### config.mk
export PLATFORM = sky130hd
export DESIGN_NAME = modbus_rtu_response_deframer_flat
export DESIGN_NICKNAME = d
export VERILOG_FILES = /design/src/hdl/mrd_pkg.sv /design/src/hdl/mrd_if.sv /design/src/hdl/mrd_front.sv /design/src/hdl/mrd_queue.sv /design/src/hdl/mrd_back.sv /design/src/hdl/modbus_rtu_response_deframer.sv /design/src/flat_wrapper.sv
export SDC_FILE = /design/constraint.sdc
export NUM_CORES = 1
export LEC_CHECK = 0
export CELL_PAD_IN_SITES_DETAIL_PLACEMENT = 2
export CELL_PAD_IN_SITES_GLOBAL_PLACEMENT = 2
export CORE_MARGIN = 2
export CORE_UTILIZATION = 44
export CTS_CLUSTER_DIAMETER = 100
export DETAILED_ROUTE_END_ITERATION = 8
export DONT_BUFFER_PORTS = 1
export PLACE_DENSITY_LB_ADDON = 0.1
export SKIP_CTS_REPAIR_TIMING = 1
export SLEW_MARGIN = 20
export SYNTH_ARGS = -nofsm -noshare
export SYNTH_HDL_FRONTEND = slang
export SYNTH_SLANG_ARGS = --single-unit
### constraint.sdc
create_clock -name clock -period 10.5 [get_ports clock]
set_input_delay 2.1 -clock clock [delete_from_list [all_inputs] [get_ports clock]]
set_output_delay 2.1 -clock clock [all_outputs]
set_load 0.05 [all_outputs]
### src/hdl/mrd_pkg.sv
// Package for the Modbus RTU response deframer.
// Holds the function codes, frame kinds, parser phases, the queue entry type
// and the CRC-16 byte update. Depends on nothing.
`default_nettype none

package mrd_pkg;

   localparam logic [15:0] CRC_INIT = 16'hFFFF;
   localparam logic [15:0] CRC_POLY = 16'hA001;

   localparam logic [7:0] FN_READ      = 8'h03;
   localparam logic [7:0] FN_WRITE     = 8'h06;
   localparam logic [7:0] FN_READ_EXC  = 8'h83;
   localparam logic [7:0] FN_WRITE_EXC = 8'h86;

   localparam logic [8:0] WRITE_FRAME_LEN = 9'd8;
   localparam logic [8:0] EXC_FRAME_LEN   = 9'd5;
   localparam logic [8:0] READ_OVERHEAD   = 9'd5;

   localparam int QUEUE_DEPTH = 2;

   typedef enum logic [1:0] {
      PH_EMPTY = 2'd0,
      PH_ADDR  = 2'd1,
      PH_BODY  = 2'd2
   } phase_type;

   typedef enum logic [2:0] {
      KIND_WRITE_ACK  = 3'd0,
      KIND_READ_VALUE = 3'd1,
      KIND_READ_FMT   = 3'd2,
      KIND_EXCEPTION  = 3'd3,
      KIND_CRC_ERROR  = 3'd4
   } kind_type;

   // Summary of one complete frame, as the parser hands it to the queue.
   typedef struct packed {
      logic        crc_ok;
      logic [7:0]  address;
      logic [7:0]  func;
      logic [7:0]  count;
      logic [15:0] data;
   } frame_type;

   function automatic logic [15:0] crc_update(input logic [15:0] crc, input logic [7:0] b);
      logic [15:0] c;
      c = crc ^ {8'h00, b};
      for (int k = 0; k < 8; k++) begin
         if (c[0]) begin
            c = (c >> 1) ^ CRC_POLY;
         end else begin
            c = c >> 1;
         end
      end
      return c;
   endfunction

endpackage

`default_nettype wire

### src/hdl/mrd_if.sv
// Channel interfaces of the Modbus RTU response deframer.
// One interface for received bytes and one for decoded frames; no dependencies.
`default_nettype none

interface mrd_req_if;
   logic       valid;
   logic       ready;
   logic [7:0] rx_byte;

   modport source (output valid, output rx_byte, input ready);
   modport sink (input valid, input rx_byte, output ready);
endinterface

interface mrd_rsp_if;
   logic        valid;
   logic        ready;
   logic [2:0]  frame_kind;
   logic [7:0]  slave_address;
   logic [7:0]  function_code;
   logic [15:0] register_value;
   logic [7:0]  exception_code;

   modport source (output valid, output frame_kind, output slave_address,
                   output function_code, output register_value,
                   output exception_code, input ready);
   modport sink (input valid, input frame_kind, input slave_address,
                 input function_code, input register_value,
                 input exception_code, output ready);
endinterface

`default_nettype wire

### src/hdl/mrd_front.sv
// Front part of the deframer: accepts bytes, tracks the frame and its CRC.
// Pushes one frame summary per complete frame. Depends on mrd_pkg.
`default_nettype none

module mrd_front
   import mrd_pkg::*;
(
   input  wire logic      clock,
   input  wire logic      reset,
   input  wire logic      byte_valid,
   input  wire logic [7:0] byte_data,
   output logic           byte_ready,
   input  wire logic      queue_full,
   output logic           push,
   output frame_type      frame
);

   phase_type   phase_ff, phase_in;
   logic [7:0]  addr_ff, addr_in;
   logic [7:0]  func_ff, func_in;
   logic [8:0]  len_ff, len_in;
   logic [8:0]  idx_ff, idx_in;
   logic [15:0] crc_ff, crc_in;
   logic [7:0]  count_ff, count_in;
   logic [15:0] data_ff, data_in;

   logic        accept;
   logic        supported;
   logic        done;
   logic [15:0] crc_next;
   logic [8:0]  idx_inc;
   logic [8:0]  len_eff;

   assign byte_ready = !queue_full;
   assign accept     = byte_valid && byte_ready;
   assign supported  = (byte_data == FN_READ) || (byte_data == FN_WRITE) ||
                       (byte_data == FN_READ_EXC) || (byte_data == FN_WRITE_EXC);
   assign idx_inc    = idx_ff + 9'd1;
   assign len_eff    = ((idx_ff == 9'd2) && (func_ff == FN_READ)) ?
                       READ_OVERHEAD + {1'b0, byte_data} : len_ff;
   assign done       = (phase_ff == PH_BODY) && (idx_inc >= len_eff);

   always_comb begin
      if ((phase_ff == PH_BODY) || ((phase_ff == PH_ADDR) && supported)) begin
         crc_next = crc_update(crc_ff, byte_data);
      end else begin
         crc_next = crc_update(CRC_INIT, byte_data);
      end
   end

   always_comb begin
      phase_in = phase_ff;
      if (accept) begin
         unique case (phase_ff)
            PH_EMPTY: phase_in = PH_ADDR;
            PH_ADDR:  phase_in = supported ? PH_BODY : PH_ADDR;
            PH_BODY:  phase_in = done ? PH_EMPTY : PH_BODY;
            default:  phase_in = PH_EMPTY;
         endcase
      end
   end

   always_comb begin
      addr_in  = addr_ff;
      func_in  = func_ff;
      len_in   = len_ff;
      idx_in   = idx_ff;
      crc_in   = crc_ff;
      count_in = count_ff;
      data_in  = data_ff;
      if (accept) begin
         unique case (phase_ff)
            PH_ADDR: begin
               crc_in = crc_next;
               if (supported) begin
                  func_in = byte_data;
                  idx_in  = 9'd2;
                  if (byte_data == FN_READ) begin
                     len_in = 9'd0;
                  end else if (byte_data == FN_WRITE) begin
                     len_in = WRITE_FRAME_LEN;
                  end else begin
                     len_in = EXC_FRAME_LEN;
                  end
               end else begin
                  addr_in = byte_data;
                  idx_in  = 9'd1;
               end
            end
            PH_BODY: begin
               if (done) begin
                  addr_in  = 8'h00;
                  func_in  = 8'h00;
                  len_in   = 9'd0;
                  idx_in   = 9'd0;
                  crc_in   = CRC_INIT;
                  count_in = 8'h00;
                  data_in  = 16'h0000;
               end else begin
                  crc_in = crc_next;
                  idx_in = idx_inc;
                  len_in = len_eff;
                  if (idx_ff == 9'd2) begin
                     count_in = byte_data;
                  end else if ((idx_ff == 9'd3) || (idx_ff == 9'd4)) begin
                     data_in = {data_ff[7:0], byte_data};
                  end
               end
            end
            default: begin
               addr_in = byte_data;
               crc_in  = crc_next;
               idx_in  = 9'd1;
            end
         endcase
      end
   end

   always_comb begin
      push           = accept && done;
      frame.crc_ok   = (crc_next == 16'h0000);
      frame.address  = addr_ff;
      frame.func     = func_ff;
      frame.count    = (idx_ff == 9'd2) ? byte_data : count_ff;
      frame.data     = ((idx_ff == 9'd3) || (idx_ff == 9'd4)) ?
                       {data_ff[7:0], byte_data} : data_ff;
   end

   always_ff @(posedge clock) begin
      if (reset) begin
         phase_ff <= PH_EMPTY;
         addr_ff  <= 8'h00;
         func_ff  <= 8'h00;
         len_ff   <= 9'd0;
         idx_ff   <= 9'd0;
         crc_ff   <= CRC_INIT;
         count_ff <= 8'h00;
         data_ff  <= 16'h0000;
      end else begin
         phase_ff <= phase_in;
         addr_ff  <= addr_in;
         func_ff  <= func_in;
         len_ff   <= len_in;
         idx_ff   <= idx_in;
         crc_ff   <= crc_in;
         count_ff <= count_in;
         data_ff  <= data_in;
      end
   end

endmodule

`default_nettype wire

### src/hdl/mrd_queue.sv
// Short queue of frame summaries between the parser and the output stage.
// Register storage with read and write pointers. Depends on mrd_pkg.
`default_nettype none

module mrd_queue
   import mrd_pkg::*;
#(
   parameter int DEPTH = QUEUE_DEPTH
) (
   input  wire logic      clock,
   input  wire logic      reset,
   input  wire logic      push,
   input  wire frame_type push_frame,
   output logic           full,
   input  wire logic      pop,
   output logic           not_empty,
   output frame_type      head
);

   localparam int PTR_W = $clog2(DEPTH);
   localparam int CNT_W = $clog2(DEPTH + 1);
   localparam logic [PTR_W-1:0] LAST = PTR_W'(DEPTH - 1);

   frame_type        store_ff [DEPTH];
   logic [PTR_W-1:0] wr_ff, wr_in;
   logic [PTR_W-1:0] rd_ff, rd_in;
   logic [CNT_W-1:0] cnt_ff, cnt_in;
   logic             do_pop;

   assign full      = (cnt_ff == CNT_W'(DEPTH));
   assign not_empty = (cnt_ff != '0);
   assign head      = store_ff[rd_ff];
   assign do_pop    = pop && not_empty;

   always_comb begin
      wr_in  = wr_ff;
      rd_in  = rd_ff;
      cnt_in = cnt_ff;
      if (push) begin
         wr_in = (wr_ff == LAST) ? '0 : wr_ff + 1'b1;
      end
      if (do_pop) begin
         rd_in = (rd_ff == LAST) ? '0 : rd_ff + 1'b1;
      end
      if (push && !do_pop) begin
         cnt_in = cnt_ff + 1'b1;
      end else if (!push && do_pop) begin
         cnt_in = cnt_ff - 1'b1;
      end
   end

   always_ff @(posedge clock) begin
      if (push) begin
         store_ff[wr_ff] <= push_frame;
      end
   end

   always_ff @(posedge clock) begin
      if (reset) begin
         wr_ff  <= '0;
         rd_ff  <= '0;
         cnt_ff <= '0;
      end else begin
         wr_ff  <= wr_in;
         rd_ff  <= rd_in;
         cnt_ff <= cnt_in;
      end
   end

endmodule

`default_nettype wire

### src/hdl/mrd_back.sv
// Back part of the deframer: classifies queued frames into result words.
// Holds them in an output register until taken. Depends on mrd_pkg.
`default_nettype none

module mrd_back
   import mrd_pkg::*;
(
   input  wire logic      clock,
   input  wire logic      reset,
   input  wire logic      frame_valid,
   input  wire frame_type frame,
   output logic           pop,
   mrd_rsp_if.source      rsp
);

   logic        valid_ff, valid_in;
   kind_type    kind_ff, kind_in;
   logic [7:0]  addr_ff;
   logic [7:0]  func_ff;
   logic [15:0] value_ff, value_in;
   logic [7:0]  exc_ff, exc_in;

   assign pop = frame_valid && (!valid_ff || rsp.ready);

   always_comb begin
      value_in = 16'h0000;
      exc_in   = 8'h00;
      if (!frame.crc_ok) begin
         kind_in = KIND_CRC_ERROR;
      end else if (frame.func == FN_WRITE) begin
         kind_in = KIND_WRITE_ACK;
      end else if (frame.func == FN_READ) begin
         if (frame.count == 8'd2) begin
            kind_in  = KIND_READ_VALUE;
            value_in = frame.data;
         end else begin
            kind_in = KIND_READ_FMT;
         end
      end else begin
         kind_in = KIND_EXCEPTION;
         exc_in  = frame.count;
      end
   end

   always_comb begin
      valid_in = valid_ff;
      if (pop) begin
         valid_in = 1'b1;
      end else if (rsp.ready) begin
         valid_in = 1'b0;
      end
   end

   always_ff @(posedge clock) begin
      if (reset) begin
         valid_ff <= 1'b0;
      end else begin
         valid_ff <= valid_in;
      end
   end

   always_ff @(posedge clock) begin
      if (pop) begin
         kind_ff  <= kind_in;
         addr_ff  <= frame.address;
         func_ff  <= frame.func;
         value_ff <= value_in;
         exc_ff   <= exc_in;
      end
   end

   assign rsp.valid          = valid_ff;
   assign rsp.frame_kind     = kind_ff;
   assign rsp.slave_address  = addr_ff;
   assign rsp.function_code  = func_ff;
   assign rsp.register_value = value_ff;
   assign rsp.exception_code = exc_ff;

endmodule

`default_nettype wire

### src/hdl/modbus_rtu_response_deframer.sv
// Top level of the Modbus RTU response deframer.
// Joins mrd_front, mrd_queue and mrd_back; depends on mrd_pkg and mrd_if.
//
//   channel   direction   word
//   req_ch    in          one received byte (rx_byte)
//   rsp_ch    out         one decoded frame (kind, address, function, value, exception)
//
// A byte is taken every cycle while the frame queue has room; a frame's
// summary enters the queue with its last byte, then the output register once that is free.
// The CRC update is one unrolled byte step, so the parser holds one byte a cycle while the queue has room.
// Reset is synchronous and empties the parser, the queue and the output register.
// A stalled output fills the queue, and only then is req_ch held off.
`default_nettype none

module modbus_rtu_response_deframer
   import mrd_pkg::*;
#(
   parameter int QDEPTH = QUEUE_DEPTH
) (
   input  wire logic clock,
   input  wire logic reset,
   mrd_req_if.sink   req_ch,
   mrd_rsp_if.source rsp_ch
);

   logic      queue_full;
   logic      push;
   frame_type push_frame;
   logic      pop;
   logic      queue_valid;
   frame_type head;

   mrd_front u_front (
      .clock      (clock),
      .reset      (reset),
      .byte_valid (req_ch.valid),
      .byte_data  (req_ch.rx_byte),
      .byte_ready (req_ch.ready),
      .queue_full (queue_full),
      .push       (push),
      .frame      (push_frame)
   );

   mrd_queue #(
      .DEPTH (QDEPTH)
   ) u_queue (
      .clock      (clock),
      .reset      (reset),
      .push       (push),
      .push_frame (push_frame),
      .full       (queue_full),
      .pop        (pop),
      .not_empty  (queue_valid),
      .head       (head)
   );

   mrd_back u_back (
      .clock       (clock),
      .reset       (reset),
      .frame_valid (queue_valid),
      .frame       (head),
      .pop         (pop),
      .rsp         (rsp_ch)
   );

endmodule

`default_nettype wire
### src/flat_wrapper.sv
// flat-port wrapper written by rule: the top's interface ports become plain ports
module modbus_rtu_response_deframer_flat import mrd_pkg::*;
#(
   parameter int QDEPTH = QUEUE_DEPTH
)
  (clock, reset, req_ch_valid, req_ch_rx_byte, req_ch_ready, rsp_ch_valid, rsp_ch_frame_kind, rsp_ch_slave_address, rsp_ch_function_code, rsp_ch_register_value, rsp_ch_exception_code, rsp_ch_ready);
  mrd_req_if req_ch_i ();
  mrd_rsp_if rsp_ch_i ();
  input  wire logic clock;
  input  wire logic reset;
  input wire logic [$bits(req_ch_i.valid)-1:0] req_ch_valid;
  input wire logic [$bits(req_ch_i.rx_byte)-1:0] req_ch_rx_byte;
  output wire logic [$bits(req_ch_i.ready)-1:0] req_ch_ready;
  output wire logic [$bits(rsp_ch_i.valid)-1:0] rsp_ch_valid;
  output wire logic [$bits(rsp_ch_i.frame_kind)-1:0] rsp_ch_frame_kind;
  output wire logic [$bits(rsp_ch_i.slave_address)-1:0] rsp_ch_slave_address;
  output wire logic [$bits(rsp_ch_i.function_code)-1:0] rsp_ch_function_code;
  output wire logic [$bits(rsp_ch_i.register_value)-1:0] rsp_ch_register_value;
  output wire logic [$bits(rsp_ch_i.exception_code)-1:0] rsp_ch_exception_code;
  input wire logic [$bits(rsp_ch_i.ready)-1:0] rsp_ch_ready;
  assign req_ch_i.valid = req_ch_valid;
  assign req_ch_i.rx_byte = req_ch_rx_byte;
  assign req_ch_ready = req_ch_i.ready;
  assign rsp_ch_valid = rsp_ch_i.valid;
  assign rsp_ch_frame_kind = rsp_ch_i.frame_kind;
  assign rsp_ch_slave_address = rsp_ch_i.slave_address;
  assign rsp_ch_function_code = rsp_ch_i.function_code;
  assign rsp_ch_register_value = rsp_ch_i.register_value;
  assign rsp_ch_exception_code = rsp_ch_i.exception_code;
  assign rsp_ch_i.ready = rsp_ch_ready;
  modbus_rtu_response_deframer #(.QDEPTH(QDEPTH)) u_core (.clock(clock), .reset(reset), .req_ch(req_ch_i), .rsp_ch(rsp_ch_i));
endmodule
==> results of run 1 <==
-- worst reg2reg max path, stage by stage, from the launching register on --
cell,delay (ps)
dfxtp_1,390
nor4_4,320
nand4b_2,520
nor2_2,740
nor2_1,100
a21oi_1,220
ha_1,270
nand2b_1,160
a21o_1,180
a21o_1,190
a2111o_1,490
a21oi_2,350
nor2_1,80
ha_1,340
or3_1,370
a21oi_1,140
-- power by group through the flow --
stage          sequential [uW]  clock, uW  combinational (uW)
3_5_place_dp              1260          0                 358
5_1_grt                   1250        924                 389
2_1_floorplan             1240          0                 275
4_1_cts                   1240        896                 364
6_report                  1240        875                 359
3_3_place_gp              1250          0                 332
-- state kept, by name (all words and copies together), names as in the netlist, 2 cells and up, named ones only --
name                              cells
u_core.u_back.rsp.function_code       8
u_core.u_front.len_ff                 9
u_core.u_front.addr_ff                8
u_core.u_queue.cnt_ff                 2
u_core.u_back.rsp.exception_code      8
u_core.u_back.rsp.frame_kind          3
u_core.u_queue.store_ff              82
u_core.u_back.rsp.slave_address       8
u_core.u_front.func_ff                8
u_core.u_back.rsp.register_value     16
u_core.u_front.count_ff               8
u_core.u_front.crc_ff                16
u_core.u_front.idx_ff                 9
u_core.u_front.phase_ff               2
u_core.u_front.data_ff               16
-- per-layer routing --
metal	part of all wire, %	track usage (%)
met1	42	29.5
met2	51	43.2
met3	3.7	4.36
met4	3.2	7.62
met5	0	0
-- cells in the mapped netlist, drive strengths merged (2+ instances only) --
master	number
inv	17
nor4	5
nand4b	2
xnor2	31
ha	31
nor3	13
nand2b	9
o211ai	9
a221oi	2
a211oi	7
mux2	25
nor2b	3
o22ai	2
xnor3	3
mux2i	38
nand2	55
or3	9
edfxtp	125
a21oi	33
and2	4
xor2	15
a32o	20
nand3	10
nor2	73
o21ai	39
and3	3
clkbuf	23
dfxtp	82
nor4b	4
a22o	8
a22oi	9
a21o	8
o2bb2ai	2
nand4	3
buf	14
-- cells by family (layout without fill, tap and decap cells) --
family | Yosys count | count (layout) | share of synthesized area (%)
simple gates | 199 | 199 | 10.3
buf+inv | 54 | 66 | 2.64
fa+ha+maj | 31 | 31 | 4.23
mux | 63 | 63 | 7.21
flops | 207 | 207 | 58.8
xor+xnor | 49 | 49 | 5.30
compound gates | 147 | 147 | 11.5
-- worst max-delay path by stage --
stage / cells past startpoint / start / endpoint
2_1_floorplan: 13 / req_ch_rx_byte[2] / u_core.u_queue.store_ff[1][0]$_DFFE_PP_
3_3_place_gp: 14 / req_ch_rx_byte[2] / u_core.u_queue.cnt_ff[1]$_SDFFE_PP0P_
3_5_place_dp: 13 / req_ch_rx_byte[2] / u_core.u_front.count_ff[6]$_SDFFE_PP0P_
4_1_cts: 13 / u_core.u_front.idx_ff[6]$_SDFFE_PP0P_ / u_core.u_front.count_ff[6]$_SDFFE_PP0P_
5_1_grt: 15 / u_core.u_front.idx_ff[6]$_SDFFE_PP0P_ / u_core.u_queue.cnt_ff[1]$_SDFFE_PP0P_
6_report: 15 / u_core.u_front.idx_ff[6]$_SDFFE_PP0P_ / u_core.u_queue.cnt_ff[1]$_SDFFE_PP0P_
-- through the flow --
step,worst slack [ps],area [sq um]
4_1_cts,5250,10200
3_3_place_gp,5170,9390
2_1_floorplan,3140,9180
6_report,5560,10200
3_5_place_dp,4910,9390
5_1_grt,5120,10200
-- final cells by class --
| class | instances | area (sq um) | share of cell area (%) |
|---|---|---|---|
| Inverter | 17 | 63.8 | 0.625 |
| Timing Repair Buffer | 7 | 56.3 | 0.551 |
| Clock inverter | 14 | 205 | 2.01 |
| Multi-Input combinational cell | 489 | 3550 | 34.8 |
| Tap cell | 270 | 338 | 3.31 |
| Sequential cell | 207 | 5400 | 52.8 |
| Clock buffer | 28 | 604 | 5.92 |
==> flow_summary.toml, run 1 <==
[run_status]
status = "completed"

[place]
dp.cells = 989
gp_congestion = 0.858
detailed_place_hpwl_um = 17300
portBuffers = 0

[timing]
holdWs_ps = 461
setup_viol = 0
skew_ps = 10.9
final_hold_viol_count = 0
slew_headroom_pct = 29.3
fin_crit_sh_pct = 47.0
tightest_slew_ps = 1060
min_period_ps = 4940
rsz0062_at_grt = "false"
fin_tns_setup_ps = 0
maxSlewViolCount = 0
fmax_mhz = 202

[die]
coreArea_sq_um = 20400
start_util_pct = 45.1
die_height_um = 148
io_pins = 57
rows = 52
die_area_sq_um = 22000
die_w_um = 148

[cts]
cts_tree = "done"
path_clk_slew_ps = 60
htreeDepth = 1
clock_latency_ps = 530
cts_sinks = 207
clockRootBuffer = "clkbuf_16"
clk_path_buf_depth = 3
cts_buffers = 23

[synthesis]
syn_area_per_cell_sq_um = 12.2
synthesis.nets = 793
synth_seq_cells = 207
synth.distinct_cells = 65
synth_top_area_share_pct = 40.9
yosys.area.top_type = "edfxtp_1"
synth_edf_count = 125
ys.flop_type = "edfxtp_1"
synthTopCellsByArea = "edfxtp_1 41%, dfxtp_1 18%, ha_1 4.2%, mux2i_1 4.1%, mux2_2 3.1%"
synth-seq-area-share_pct = 58.8
syn_inst = 750
synth.cell_area_sq_um = 9180
synth-async-reset-ratio_pct = 0
yosysWarningCount = 0

[finish]
n_fill_cell = 1956
final_common_cell = "edfxtp_1"
utilization_pct = 50.2
layout.cells.non_filler = 1032
fin_nets = 788
n_antenna_cell = 0
layout_common_cells = "125 x edfxtp_1, 81 x dfxtp_1, 72 x nor2_1, 55 x nand2_1, 38 x mux2i_1"
synthToLayoutAreaGrowth_pct = 11.3
drive_above_1_share_pct = 11.3

[flow_run]
cap_violations = 0

[power_and_ir_drop]
power_density_nw_per_um2 = 242
p_leak_uw = 0.00352
ir_drop_v = 0.000133
pwr-share-comb_pct = 14.5
power_uw = 2480
p_int_uw = 1650
sequentialPowerShare_pct = 50.2
clkPwrFrac_pct = 35.4
switching_share_pct = 33.5
p_sw_uw = 830

[critical_path]
slowest_delay_ps = 730
rr_startpoint = "u_core.u_front.idx_ff[6]$_SDFFE_PP0P_"
cp-end-kind = "flop"
start_kind = "flop"
crit_fanout = 19
crit_type = "flop to flop"
rr_endpoint = "u_core.u_queue.cnt_ff[1]$_SDFFE_PP0P_"
r2r_slack_ps = 5560
cp.arrival_ps = 5390
r2r_cells = 15
path_delay_family = "simple AND/OR/NAND/NOR gates"
crit_required_ps = 10950
path_buf_inv = 0
worst_path_max_delay_cell = "nor2_2"
path_cells = "nor4_4, nand4b_2, nor2_2, nor2_1, a21oi_1, ha_1, nand2b_1, a21o_1, a21o_1, a2111o_1, a21oi_2, nor2_1, ha_1, or3_1, a21oi_1"

[global_route]
track_usage_pct = 24.1
grt_max_degree = 47
grt_pass1_vias = 6626
grt_antenna_before_repair = 0
grt_pass1_wl_um = 40400
gr-total-overflow = 0

[min_path]
worstHoldEndpoint = "u_core.u_front.len_ff[1]$_SDFFE_PP0P_"
hp-start = "u_core.u_front.len_ff[1]$_SDFFE_PP0P_"
hold_class = "flop to flop"
hold_depth = 2

[routing]
avgRoutedWirePerCell_um = 25.2
routed_wl_um = 26100
drtIter0Drc = 265
avgViaCountPerCell = 5.88
num_vias = 6064
drc_errors = 0
ant_nets = 0
first_pass_iters = 4
Note: power is estimated with default switching activity, not from simulation.
==> run 2: changes to the inputs <==
Settings changed: CORE_UTILIZATION 44 to 40.
Clock period 10.5 ns to 4.4 ns, I/O delays scaled along.
==> run 2 against run 1 <==
  * Cell count is 2.0% higher
  * Power grew 130%
  * Die area increased by 9.7%
  * First-iteration DRC count shrank 9.4%
  * Critical path type unchanged
  * Highest routed layer unchanged
==> flow_summary.toml, run 2 (synthesized netlist as in run 1, its figures left out) <==
[finish]
synthToLayoutAreaGrowth_pct = 11.1
top_register = "u_core.u_queue.store_ff"
final_common_cell = "edfxtp_1"
final_area_sq_um = 10200
fin_nets = 793
largest_register_ffs = 82
utilization_pct = 45.2
n_antenna_cell = 0
drive_above_1_share_pct = 12.1
layout_common_cells = "125 x edfxtp_1, 81 x dfxtp_1, 72 x nor2_1, 54 x nand2_1, 38 x mux2i_1"
n_fill_cell = 2240

[global_route]
grt_pass1_wl_um = 38300
grt_max_degree = 45
met1_usage_pct = 25.5
gr-total-overflow = 0
grt_antenna_before_repair = 0
grtUsageMet2_pct = 37.7
track_usage_pct = 20.6
grt_pass1_vias = 6519
grt.busiest_layer = "met2"
grtUsageMet3_pct = 3.37

[die]
die_height_um = 155
io_pins = 57
start_util_pct = 40.7
coreArea_sq_um = 22600
rows = 55
die_area_sq_um = 24200
die_w_um = 155

[power_and_ir_drop]
p_int_uw = 3740
ir_drop_v = 0.000269
pwr-share-comb_pct = 14.0
sequentialPowerShare_pct = 53.0
switching_share_pct = 34.1
p_leak_uw = 0.00352
clkPwrFrac_pct = 33.0
power_density_nw_per_um2 = 557
p_sw_uw = 1940

[timing]
fin_crit_sh_pct = 89.1
rsz0062_at_grt = "false"
fmax_mhz = 255
min_period_ps = 3920
maxSlewViolCount = 0
slew_headroom_pct = 25.4
setup_viol = 0
final_hold_viol_count = 0
worst_slack_ps = 481
fin_tns_setup_ps = 0
skew_ps = 18.0
tightest_slew_ps = 1110

[run_status]
status = "completed"

[place]
detailed_place_hpwl_um = 17100
gp_congestion = 0.812
dpl-instance-area_sq_um = 9460
post-place-ws_ps = 249
portBuffers = 0

[cts]
cts_buffers = 24
htreeDepth = 1
cts_tree = "done"
clk_path_buf_depth = 3
cts_sinks = 207
clock_latency_ps = 520
clockRootBuffer = "clkbuf_16"
path_clk_slew_ps = 60

[min_path]
hold_depth = 1
worstHoldEndpoint = "u_core.u_front.len_ff[3]$_SDFFE_PP0P_"
hp-start = "reset"
hold_class = "input port to flop"

[critical_path]
worst_path_max_delay_cell = "a2111o_1"
path_cells = "nor4_4, nand4b_2, nor2_2, nor2_1, a21oi_1, ha_1, nand2b_1, a21o_1, a21o_1, a2111o_1, a21oi_2, nor2_1, ha_1, or3_1, a21oi_1"
r2r_slack_ps = 480
crit_type = "flop to flop"
start_kind = "flop"
slowest_delay_ps = 490
crit_fanout = 7
cp.arrival_ps = 4360
crit_required_ps = 4840
cp-end-kind = "flop"
r2r_cells = 15
rr_endpoint = "u_core.u_queue.cnt_ff[1]$_SDFFE_PP0P_"
rr_startpoint = "u_core.u_front.idx_ff[6]$_SDFFE_PP0P_"

[routing]
routed_wl_um = 24500
num_vias = 5876
drc_errors = 0
ant_nets = 0
avgViaCountPerCell = 5.58
first_pass_iters = 4
drtIter0Drc = 240
avgRoutedWirePerCell_um = 23.3

[flow_run]
cap_violations = 0
==> run 2: cell types whose count changed in the layout (fill, tap and decap cells not counted), sizes merged <==
cell	previous run	this run
bufinv	5	0
inv	18	17
clkinvlp	0	1
buf	7	11
clkinv	8	10
clkbuf	28	33
==> run 2: per-layer routing <==
| metal | up-vias | routed length [um] |
|---|---|---|
| li1 | 2762 | - |
| met1 | 3005 | 10700 |
| met2 | 86 | 12600 |
| met3 | 23 | 829 |
| met4 | 0 | 340 |
| met5 | - | 0 |
==> run 2: layout make-up <==
type	count	area [sq um]	share of cell area, %
Clock buffer	33	686	6.72
Sequential cell	207	5400	52.9
Multi-Input combinational cell	489	3560	34.9
Inverter	17	63.8	0.626
Clock inverter	11	57.6	0.564
Timing Repair Buffer	11	82.6	0.810
Tap cell	285	357	3.50
==> run 2: how the worst max path moves through the flow <==
stage,start,to,depth (start not counted),slack [ps]
global placement,req_ch_rx_byte[2],u_core.u_queue.cnt_ff[1]$_SDFFE_PP0P_,15,410
global route,u_core.u_front.func_ff[2]$_SDFFE_PP0P_,u_core.u_front.func_ff[7]$_SDFFE_PP0P_,13,160
finish,u_core.u_front.idx_ff[6]$_SDFFE_PP0P_,u_core.u_queue.cnt_ff[1]$_SDFFE_PP0P_,15,480
detailed placement,req_ch_rx_byte[2],u_core.u_queue.store_ff[1][10]$_DFFE_PP_,14,250
floorplan,req_ch_rx_byte[2],u_core.u_queue.store_ff[1][0]$_DFFE_PP_,13,140
CTS,u_core.u_front.func_ff[0]$_SDFFE_PP0P_,u_core.u_queue.cnt_ff[1]$_SDFFE_PP0P_,15,420
==> run 2: power groups by stage <==
stage,Clock (uW),Combinational (uW),Sequential (uW)
final,1880,792,3010
after global routing,2000,878,3050
after CTS,1920,806,3020
after detailed placement,0,802,3060
after global placement,0,755,3040
after floorplan,0,658,2950
==> run 2: critical path: cells and delay by family, from the launching register on <==
family	cells	cell delay, ps
AOI/OAI and AO/OA	6	1420
adders and majority gates	2	610
DFF	1	390
and+or+nand+nor	7	1450
==> run 2: through the flow <==
stage | power (uW) | hold WS [ps] | cells
CTS | 5740 | 415 | 1053
finish | 5680 | 436 | 1053
global route | 5930 | 411 | 1053
global placement | 3790 | 441 | 1009
floorplan | 3610 | 419 | 750
detailed placement | 3860 | 458 | 1009
